## src/pas_pkg.sv

```systemverilog
// Shared types, codes and default parameters of the pair and run statistics block.
package pas_pkg;

  localparam int unsigned DEF_RUN_CLASSES = 8;
  localparam int unsigned DEF_MAX_RUN     = 256;
  localparam int unsigned DEF_COUNT_WIDTH = 32;

  localparam int unsigned OUT_W      = 32;
  localparam int unsigned SYM_W      = 8;
  localparam int unsigned SYM_DEPTH  = 256;
  localparam int unsigned PAIR_W     = 16;
  localparam int unsigned MODE_W     = 3;
  localparam int unsigned CLASS_W    = 3;

  typedef enum logic [MODE_W-1:0] {
    MODE_BYTE      = 3'd0,
    MODE_END_BLOCK = 3'd1,
    MODE_CLEAR     = 3'd2,
    MODE_READ_PAIR = 3'd3,
    MODE_READ_BYTE = 3'd4,
    MODE_READ_RUN  = 3'd5
  } mode_e;

  typedef struct packed {
    logic accept;
    logic commit;
    logic sweep_all;
    logic sweep_pb;
  } ctl_cmd_t;

  typedef struct packed {
    logic is_read;
    logic is_clear;
    logic out_busy;
    logic sweep_last;
  } dp_sts_t;

endpackage

```

## src/pas_ctrl.sv

```systemverilog
// Controller state machine: reset sweep, item accept, commit and count clearing sweep.
module pas_ctrl (
  input  logic              clk_i,
  input  logic              rst_ni,
  input  logic              in_valid_i,
  output logic              in_ready_o,
  input  pas_pkg::dp_sts_t  sts_i,
  output pas_pkg::ctl_cmd_t cmd_o
);

  typedef enum logic [3:0] {
    S_INIT  = 4'b0001,
    S_IDLE  = 4'b0010,
    S_EXEC  = 4'b0100,
    S_CLEAR = 4'b1000
  } state_e;

  state_e state_q, state_d;
  logic   go;

  assign go = !(sts_i.is_read && sts_i.out_busy);

  always_comb begin
    state_d   = state_q;
    cmd_o     = '0;
    in_ready_o = 1'b0;
    case (state_q)
      S_INIT: begin
        cmd_o.sweep_all = 1'b1;
        if (sts_i.sweep_last) state_d = S_IDLE;
      end
      S_IDLE: begin
        in_ready_o   = 1'b1;
        cmd_o.accept = in_valid_i;
        if (in_valid_i) state_d = S_EXEC;
      end
      S_EXEC: begin
        if (go) begin
          cmd_o.commit = 1'b1;
          state_d = sts_i.is_clear ? S_CLEAR : S_IDLE;
        end
      end
      S_CLEAR: begin
        cmd_o.sweep_pb = 1'b1;
        if (sts_i.sweep_last) state_d = S_IDLE;
      end
      default: begin
        state_d = S_INIT;
      end
    endcase
  end

  always_ff @(posedge clk_i or negedge rst_ni) begin
    if (!rst_ni) begin
      state_q <= S_INIT;
    end else begin
      state_q <= state_d;
    end
  end

endmodule

```

## config.mk

```make
export PLATFORM = sky130hd
export DESIGN_NAME = pas_ctrl
export DESIGN_NICKNAME = d
export VERILOG_FILES = /design/src/pas_pkg.sv /design/src/pas_ctrl.sv
export SDC_FILE = /design/constraint.sdc
export NUM_CORES = 1
export LEC_CHECK = 0
export BUFFER_PORTS_ARGS = -buffer_cell sky130_fd_sc_hd__buf_2
export CORE_AREA = 2 2 39 41
export DETAILED_ROUTE_END_ITERATION = 7
export DIE_AREA = 0 0 41 43
export PLACE_DENSITY = 0.54
export SLEW_MARGIN = 20
export SYNTH_ARGS = -nofsm -noshare
export SYNTH_HDL_FRONTEND = slang
export SYNTH_SLANG_ARGS = --single-unit
```

## constraint.sdc

```tcl
create_clock -name clk_i -period 1.6 [get_ports clk_i]
set_input_delay 0.08 -clock clk_i [delete_from_list [all_inputs] [get_ports clk_i]]
set_output_delay 0.08 -clock clk_i [all_outputs]
set_load 0.05 [all_outputs]
```

* After elaboration in Yosys (flattened, before gate mapping)
Cells that the tools add are included.
Storage, ports and cells: register bits after elaboration 4, input port bits 7, output and inout bits 5
Operators by class: equality and inequality tests 7, multiplexer cells 11, reduce and logical (&&, ||, !) cells 3
Operators by type and width (number):
- 2-to-1 mux 4 bit | 4
- case mux 4 bit (3 select lines) | 1
- 2-to-1 mux 1 bit | 6
- equality test 4 x 1 -> 1 bit (second input constant) | 1
- equality test 4 x 2 -> 1 bit (second input constant) | 1
- equality test 4 x 3 -> 1 bit (second input constant) | 1
- equality test 4 bit (second input constant) | 1
- != test 2 bit (second input constant) | 2
- AND reduction 3 bit | 1
- != test 2 x 1 -> 1 bit (second input constant) | 1
- OR reduction 2 bit | 1
- logical AND 1 bit | 1

* Longest topological paths before layout
Gate-level depths: netlist of run 1.
depth in word-level cells 4, mapped depth 4, gate-level depth less buffers 3

* Least setup slack after synthesis of run 1
No wires, ideal clock.
path kind register to output, start register state_q[0], end output cmd_o[1] (netlist bit), arrival time 2.253 ns, data required time 1.520 ns, setup slack -0.733 ns, stages on the path, launching flop included 3, path buffers 1, cell sequence dfstp_2 -> buf_4 -> nor4b_1
RTL lines:
- start: declaration | line pas_ctrl.sv:18 | state_e state_q, state_d;
- start signal: assignment | line pas_ctrl.sv:57 | state_q <= state_d;
- end: declaration | line pas_ctrl.sv:8 | output pas_pkg::ctl_cmd_t cmd_o

==> results of run 1 <==
cell type report:
| class | instances | area, µm² | area share |
|---|---|---|---|
| Clock buffer | 4 | 26.28 | 0.06000 |
| Inverter | 2 | 7.507 | 0.01714 |
| Multi-Input combinational cell | 24 | 195.2 | 0.4457 |
| Sequential cell | 4 | 102.6 | 0.2343 |
| Tap cell | 16 | 20.02 | 0.04571 |
| Timing Repair Buffer | 14 | 86.33 | 0.1971 |
Yosys cell counts (2+ instances only):
library cell and n:
dfrtp_1 3, nor2_1 2, nor4b_1 2, buf_2 2, inv_1 2, nand2_1 2
worst register-to-register path, stage by stage (launching register included):
cell and delay [ps]:
dfstp_2 630, xnor2_1 100, o32a_1 290, o22ai_2 110
what timing repair did:
| item | 4_1_cts | 5_1_grt |
|---|---|---|
| hold buffers | 1 | 0 |
| endpoints found under the setup margin | 1 | 2 |
| endpoints found under the hold margin | 4 | 0 |
| gates cloned | 0 | 0 |
| resized for setup | 1 | 2 |
per-layer routing:
layer / routed length [µm] / track usage / vias to the layer above
met5: 0 / 0 / -
met4: 32 / 0.1333 / 0
met3: 42 / 0.03141 / 4
met2: 332 / 0.1594 / 10
met1: 291 / 0.1090 / 147
li1: - / - / 148
path summary, 6_finish.rpt:
path / cells after the start / slack [ps] / end / from
setup / recovery: 4 / 70 / cmd_o[3] / state_q[0]
hold / removal: 2 / 60 / state_q[1] / sts_i[2]
setup reg to reg: 3 / 400 / state_q[1] / state_q[0]
hold reg to reg: 2 / 590 / state_q[2] / state_q[3]
max in group asynchronous: 2 / 1220 / state_q[0] / rst_ni
min in group asynchronous: 2 / 170 / state_q[1] / rst_ni
report_power, final:
part           internal, W  total [W]  switching (W)
Combinational     0.000153   0.000362       0.000209
Sequential        0.000140   0.000190      0.0000500
Clock            0.0000939   0.000140      0.0000465
placed cells by master (no fill, tap or decap), types with 2 or more instances in the layout:
master	n
nand2_1	2
clkbuf_4	3
buf_2	10
buf_4	2
inv_1	2
nor4b_2	2
dfrtp_1	2
cells by family after synthesis:
group | count (synthesis) | synth area share
AOI/OAI and AO/OA | 7 | 0.1815
and+or+nand+nor | 16 | 0.3468
buffers and inverters | 6 | 0.1170
DFF | 4 | 0.3266
xor gates and xnor gates | 1 | 0.02823
stage by stage:
| stage | setup TNS (ps) | worst slack [ps] | total power, W | instances | hold slack (ps) |
|---|---|---|---|---|---|
| detailed placement | 0 | 226.6 | 0.0005494 | 59 | -108.8 |
| floorplan | -32.43 | -32.43 | 0.0004874 | 34 | -215.6 |
| global placement | 0 | 255.0 | 0.0005514 | 59 | -113.6 |
| CTS | 0 | 28.60 | 0.0007005 | 64 | 54.52 |
| global route | 0 | 12.25 | 0.0007467 | 64 | 58.62 |
| finish | 0 | 73.70 | 0.0006927 | 64 | 60.93 |
==> results.py, run 1 <==
metrics = {
    "worst_setup_path": {
        "required_ps": 1520,
        "crit_chain": "or3b_4 -> nor2_4 -> and2_4 -> buf_6",
        "slowest_delay_ps": 410,
        "crit_path_max_fanout": 10,
        "crit_type": "flop to output pin",
        "crit_slowest_cell": "dfstp_2",
        "cp.buffers_inverters": 1,
        "cp_top_family": "simple AND/OR/NAND/NOR gates",
        "cp-start-kind": "flop",
        "arrival_ps": 1450,
        "endpoint_kind": "output pin",
    },
    "cells_and_area": {
        "nFillCells": 155,
        "fin_area_um2": 437.9,
        "areaGrowthSynthToFinish_pct": 41.13,
        "drive_gt1_frac": 0.5208,
        "diodes": 0,
        "post-route-util": 0.3165,
        "nNetsFinal": 56,
        "regMostFlops": "state_q",
        "top_regs": "state_q: 4 flops",
        "largest_reg_flops": 4,
    },
    "drt": {
        "drtAntennaViolNets": 0,
        "drc": 0,
        "drt-wirelength-per-cell_um": 10.94,
        "firstDrtPassIters": 3,
        "num_vias": 309,
        "routed_wl_um": 700,
        "drt_iter0_drc": 2,
        "vias_per_cell": 4.828,
    },
    "sta": {
        "tightestPinTransition_ps": 252.4,
        "period_needed_ps": 1526,
        "fmax_ghz": 0.6552,
        "maxSlewHeadroom": 0.8329,
        "maxSlewViolCount": 0,
        "hold_viol": 0,
        "skew_ps": 3.623,
        "rsz0062_at_grt": "no",
        "fin_crit_sh": 0.9539,
        "finalSetupViolCount": 0,
    },
    "place": {
        "dpl_cell_area_um2": 394.1,
        "dp_hpwl_um": 556.6,
        "gp_congestion": 0.7005,
        "port_buffers": 11,
    },
    "clock_network": {
        "postCtsSetupRepairBufs": 0,
        "path_clk_slew_ps": 40,
        "htreeDepth": 1,
        "cts_sinks": 4,
        "cts_made_buffers": 3,
        "clockBufferDepth": 2,
        "cts_tree": "yes",
        "cts_root_buffer": "clkbuf_4",
        "clk_latency_ps": 240,
    },
    "yosys": {
        "async_flop_share": 1.000,
        "yosys.area.top_type": "dfrtp_1",
        "synth_enable_flop_cells": 0,
        "synth.area.top_cells": "dfrtp_1, dfstp_2, nor4b_1",
        "ys_ff_latch": 4,
        "syn_area_per_cell_um2": 9.126,
        "yosysSeqAreaShare": 0.3266,
        "synth_cell_type_count": 27,
        "synth.net_count": 41,
        "yosysWarnings": 0,
        "syn-cell-area_um2": 310.3,
        "yosys.area.top_type_share": 0.2419,
        "postSynthCellCount": 34,
        "synth_top_flop_cell": "dfrtp_1",
    },
    "pwr": {
        "p_leak_nw": 0.1975,
        "power_density_nw_per_um2": 1582,
        "peakVddDrop_uv": 356.8,
    },
    "floorplanning": {
        "pin_count": 12,
        "dieHeight_um": 43,
        "row_count": 14,
        "start_util": 0.2242,
        "dieArea_um2": 1763,
        "core_um2": 1384,
        "die_x_um": 41,
    },
    "status": {
        "status": "complete, no violations",
    },
    "global_route": {
        "grt_max_degree": 11,
        "grt_pass1_vias": 332,
        "grt-ovfl-total": 0,
        "grt_first_pass_wirelength_mm": 1.248,
        "antenna_found_initial": 0,
        "grt_use_total": 0.1113,
    },
    "min_path": {
        "hold_class": "input port to flop",
    },
    "run": {
        "drv_cap": 0,
    },
}
No activity file was read; power rests on OpenSTA's default activity.
==> run 2: changes to the inputs <==
PLACE_DENSITY = unset   (was 0.54)
clock period = 1.72 ns   (was 1.6 ns; I/O delays follow)
==> run 2 against run 1 <==
  * Register-to-register slack better by 110 ps
  * Total power down 7.9%
  * Sequential power down 8%
  * Utilization down 0.63 points
  * Cell count unchanged
  * Sequential share of layout area up 0.19 points
  * Final area down 2.0%
  * Largest cell class unchanged
==> results.py, run 2 (synthesis results as in run 1) <==
metrics = {
    "status": {
        "status": "complete, no violations",
    },
    "worst_setup_path": {
        "required_ps": 1630,
        "r2r_end": "state_q[1]",
        "crit_slowest_cell": "dfstp_2",
        "cp-start-kind": "flop",
        "endpoint_kind": "output pin",
        "crit_chain": "or3b_4 -> nor2_4 -> and2_2 -> buf_2",
        "crit_path_max_fanout": 10,
        "slowest_delay_ps": 410,
        "arrival_ps": 1520,
        "ff2ff_path_depth": 3,
        "timing.rr.start": "state_q[0]",
        "crit_type": "flop to output pin",
        "regToRegSetupSlack_ps": 510,
    },
    "clock_network": {
        "path_clk_slew_ps": 40,
        "postCtsSetupRepairBufs": 0,
        "ctsResizeCount": 0,
        "clockBufferDepth": 2,
        "ctsHoldBuffers": 1,
        "cts_tree": "yes",
        "cts_sinks": 4,
        "clk_latency_ps": 240,
        "cts_root_buffer": "clkbuf_4",
        "cts_made_buffers": 3,
        "htreeDepth": 1,
    },
    "sta": {
        "maxSlewViolCount": 0,
        "period_needed_ps": 1606,
        "rsz0062_at_grt": "no",
        "finalSetupViolCount": 0,
        "fin_crit_sh": 0.9335,
        "fmax_ghz": 0.6228,
        "tns_ps": 0,
        "tightestPinTransition_ps": 358.7,
        "skew_ps": 1.282,
        "hold_viol": 0,
        "maxSlewHeadroom": 0.7608,
        "fin_hold_ws_ps": 74.91,
    },
    "drt": {
        "drt_iter0_drc": 8,
        "firstDrtPassIters": 4,
        "routed_wl_um": 681,
        "vias_per_cell": 4.609,
        "num_vias": 295,
        "drtAntennaViolNets": 0,
        "drc": 0,
        "drt-wirelength-per-cell_um": 10.64,
    },
    "global_route": {
        "grt_pass1_vias": 291,
        "grt-ovfl-total": 0,
        "grt_max_degree": 11,
        "grt_use_total": 0.1047,
        "antenna_found_initial": 0,
        "grt_first_pass_wirelength_mm": 1.179,
    },
    "min_path": {
        "min_path_cells": 2,
        "whs_endpoint": "state_q[1]",
        "hold_class": "input port to flop",
        "worstHoldStart": "sts_i[2]",
    },
    "place": {
        "gp_congestion": 0.7498,
        "dp.cells": 59,
        "port_buffers": 11,
    },
    "pwr": {
        "finalPower_w": 0.0006377,
        "power_density_nw_per_um2": 1486,
        "p_leak_nw": 0.1978,
        "peakVddDrop_uv": 649.4,
    },
    "floorplanning": {
        "core_um2": 1384,
        "pin_count": 12,
        "die_x_um": 41,
        "start_util": 0.2242,
        "dieArea_um2": 1763,
        "dieHeight_um": 43,
        "row_count": 14,
    },
    "cells_and_area": {
        "regMostFlops": "state_q",
        "largest_reg_flops": 4,
        "regArea_um2": 101.3,
        "nNetsFinal": 56,
        "top_regs": "state_q: 4 flops",
        "diodes": 0,
        "fin_cells": 64,
        "areaGrowthSynthToFinish_pct": 38.31,
        "nFillCells": 160,
        "layout_common_cells": "buf_2, clkbuf_4, dfrtp_1",
        "multi_input_area_um2": 193.9,
        "drive_gt1_frac": 0.5000,
        "layout_commonest_cell": "buf_2",
    },
    "run": {
        "drv_cap": 0,
    },
}
run 2: cell count changes in the layout (fill, tap and decap cells not counted):
cell and change:
buf_2 +1, dfrtp_2 -1, and2_4 -1, dfrtp_1 +1, and2_2 +1, buf_6 -1
run 2: report_power, final:
| group | internal [W] | switching [W] | leakage, nW |
|---|---|---|---|
| Combinational | 0.000136 | 0.000198 | 0.132 |
| Sequential | 0.000130 | 0.0000450 | 0.0511 |
| Clock | 0.0000873 | 0.0000419 | 0.0150 |
| Total | 0.000353 | 0.000285 | 0.198 |
run 2: layer usage:
metal / track usage / part of all wire / wire length, µm / vias to the layer above
met5: 0 / 0 / 0 / -
met4: 0.1000 / 0 / 0 / 0
met3: 0.03141 / 0.056 / 38 / 0
met2: 0.1375 / 0.51 / 350 / 8
met1: 0.1266 / 0.43 / 292 / 138
li1: - / - / - / 149
run 2: critical path, delay by kind of cell, from the launching register on:
family	cells	cell delay, ps
buffers and inverters	1	250
DFF	1	410
and+or+nand+nor	3	630
run 2: stage by stage:
step	setup slack, ps	cell area, µm²	util
after global routing	32.67	429.2	0.3101
final	114.3	429.2	0.3101
after global placement	365.5	392.9	0.2839
after CTS	96.68	429.2	0.3101
after floorplan	81.57	331.6	-
after detailed placement	355.5	392.9	0.2839
run 2: how the worst max path moves through the flow:
stage               startpoint        to
floorplan           state_q[0]  cmd_o[1]
global placement    state_q[0]  cmd_o[3]
finish              state_q[0]  cmd_o[3]
global route        state_q[0]  cmd_o[3]
CTS                 state_q[0]  cmd_o[3]
detailed placement  state_q[0]  cmd_o[3]
run 2: cell type report:
type / instances / area share
inverters: 2 / 0.01749
repair buffers: 14 / 0.1866
clock buffers: 4 / 0.06122
well taps: 16 / 0.04665
multi-input cells: 24 / 0.4519
flip-flops and latches: 4 / 0.2362
==> run 3: changes to the inputs <==
CAP_MARGIN = 15   (was unset)
clock period = 1.8 ns   (was 1.72 ns; I/O delays follow)
==> run 3 against run 2 <==
  * Final area did not move
  * Critical path depth did not move
  * Hold slack improved by 14 ps
  * Via count rose by 5.1%
  * First-iteration DRC count fell by 63%
  * Highest routed layer is now met4
==> results.py, run 3 (synthesis results as in run 1) <==
metrics = {
    "place": {
        "port_buffers": 11,
        "dp.cells": 59,
        "pre_cts_ws_ps": 429.5,
        "gp_congestion": 0.7523,
    },
    "clock_network": {
        "clockBufferDepth": 2,
        "clk_latency_ps": 240,
        "htreeDepth": 1,
        "cts_sinks": 4,
        "cts_made_buffers": 3,
        "cts_tree": "yes",
        "path_clk_slew_ps": 40,
        "postCtsSetupRepairBufs": 0,
        "cts_root_buffer": "clkbuf_4",
    },
    "drt": {
        "drc": 0,
        "drt_iter0_drc": 3,
        "drt-wirelength-per-cell_um": 10.95,
        "drtAntennaViolNets": 0,
        "vias_per_cell": 4.844,
        "firstDrtPassIters": 4,
        "routed_wl_um": 701,
        "num_vias": 310,
    },
    "cells_and_area": {
        "fin_cells": 64,
        "layout_common_cells": "buf_2, clkbuf_4, dfrtp_1",
        "top_regs": "state_q: 4 flops",
        "layout_commonest_cell": "buf_2",
        "largest_reg_flops": 4,
        "drive_gt1_frac": 0.5000,
        "areaGrowthSynthToFinish_pct": 38.31,
        "diodes": 0,
        "nNetsFinal": 56,
        "regMostFlops": "state_q",
        "nFillCells": 155,
    },
    "worst_setup_path": {
        "cp-start-kind": "flop",
        "r2r_end": "state_q[1]",
        "endpoint": "cmd_o[3]",
        "endpoint_kind": "output pin",
        "timing.critical_path.from": "state_q[0]",
        "timing.rr.start": "state_q[0]",
        "crit_path_max_fanout": 10,
        "regToRegSetupSlack_ps": 580,
        "crit_type": "flop to output pin",
        "arrival_ps": 1530,
        "ff2ff_path_depth": 3,
        "required_ps": 1710,
    },
    "sta": {
        "maxSlewViolCount": 0,
        "skew_ps": 0.3760,
        "fmax_ghz": 0.6188,
        "period_needed_ps": 1616,
        "tightestPinTransition_ps": 365.4,
        "fin_hold_ws_ps": 89.25,
        "maxSlewHeadroom": 0.7564,
        "fin_crit_sh": 0.8978,
        "worst_slack_ps": 184.0,
        "hold_viol": 0,
        "finalSetupViolCount": 0,
        "rsz0062_at_grt": "no",
        "tns_ps": 0,
    },
    "global_route": {
        "grt_pass1_vias": 284,
        "antenna_found_initial": 0,
        "grt_use_total": 0.1017,
        "grt_max_degree": 11,
        "grt-ovfl-total": 0,
        "grt_first_pass_wirelength_mm": 1.124,
    },
    "floorplanning": {
        "core_um2": 1384,
        "dieHeight_um": 43,
        "pin_count": 12,
        "row_count": 14,
        "die_x_um": 41,
        "dieArea_um2": 1763,
        "start_util": 0.2242,
    },
    "pwr": {
        "power_density_nw_per_um2": 1422,
        "p_leak_nw": 0.1978,
        "finalPower_w": 0.0006102,
        "peakVddDrop_uv": 544.6,
    },
    "status": {
        "status": "complete, no violations",
    },
    "min_path": {
        "hold_class": "input port to flop",
    },
    "run": {
        "drv_cap": 0,
    },
}
==> run 3: cell counts in the layout (fill, tap and decap cells not counted) <==
Identical to the previous run, type by type.
==> run 3: final cells by class <==
type	count	area (µm²)	share of cell area
multi-input cells	24	193.9	0.4519
flip-flops and latches	4	101.3	0.2362
repair buffers	14	80.08	0.1866
clock buffers	4	26.28	0.06122
well taps	16	20.02	0.04665
inverters	2	7.507	0.01749
==> run 3: worst min path at each step <==
stage              from          to  slack, ps  cells after the start
2_1_floorplan    rst_ni  state_q[1]       -210                      0
3_3_place_gp     rst_ni  state_q[3]       -100                      1
3_5_place_dp     rst_ni  state_q[3]       -100                      1
4_1_cts        sts_i[2]  state_q[1]         80                      2
5_1_grt        sts_i[2]  state_q[1]         80                      2
6_report       sts_i[2]  state_q[1]         90                      2
==> run 3: routing by layer <==
layer | up-vias | global-route usage | part of all wire
met3 | 4 | 0.03141 | 0.063
met5 | - | 0 | 0
li1 | 149 | - | -
met1 | 143 | 0.1104 | 0.39
met2 | 14 | 0.1344 | 0.51
met4 | 0 | 0.1200 | 0.036
==> run 3: critical path: stages (launching register included) <==
cell and delay [ps]:
dfstp_2 410, or3b_4 410, nor2_4 90, and2_2 130, buf_2 250
==> run 3: power breakdown <==
part	switching, W	leakage, nW	internal, W
Clock	0.0000413	0.0150	0.0000835
Sequential	0.0000437	0.0511	0.000124
Combinational	0.000188	0.132	0.000130
Total	0.000273	0.198	0.000337
==> run 3: metrics by stage <==
stage | area (µm²) | util
floorplan | 331.6 | -
detailed placement | 392.9 | 0.2839
global route | 429.2 | 0.3101
CTS | 429.2 | 0.3101
global placement | 392.9 | 0.2839
finish | 429.2 | 0.3101
==> run 3: timing repair <==
item	CTS	global route
hold buffers	1	0
endpoints found under the hold margin	4	0
gates resized for setup	0	0
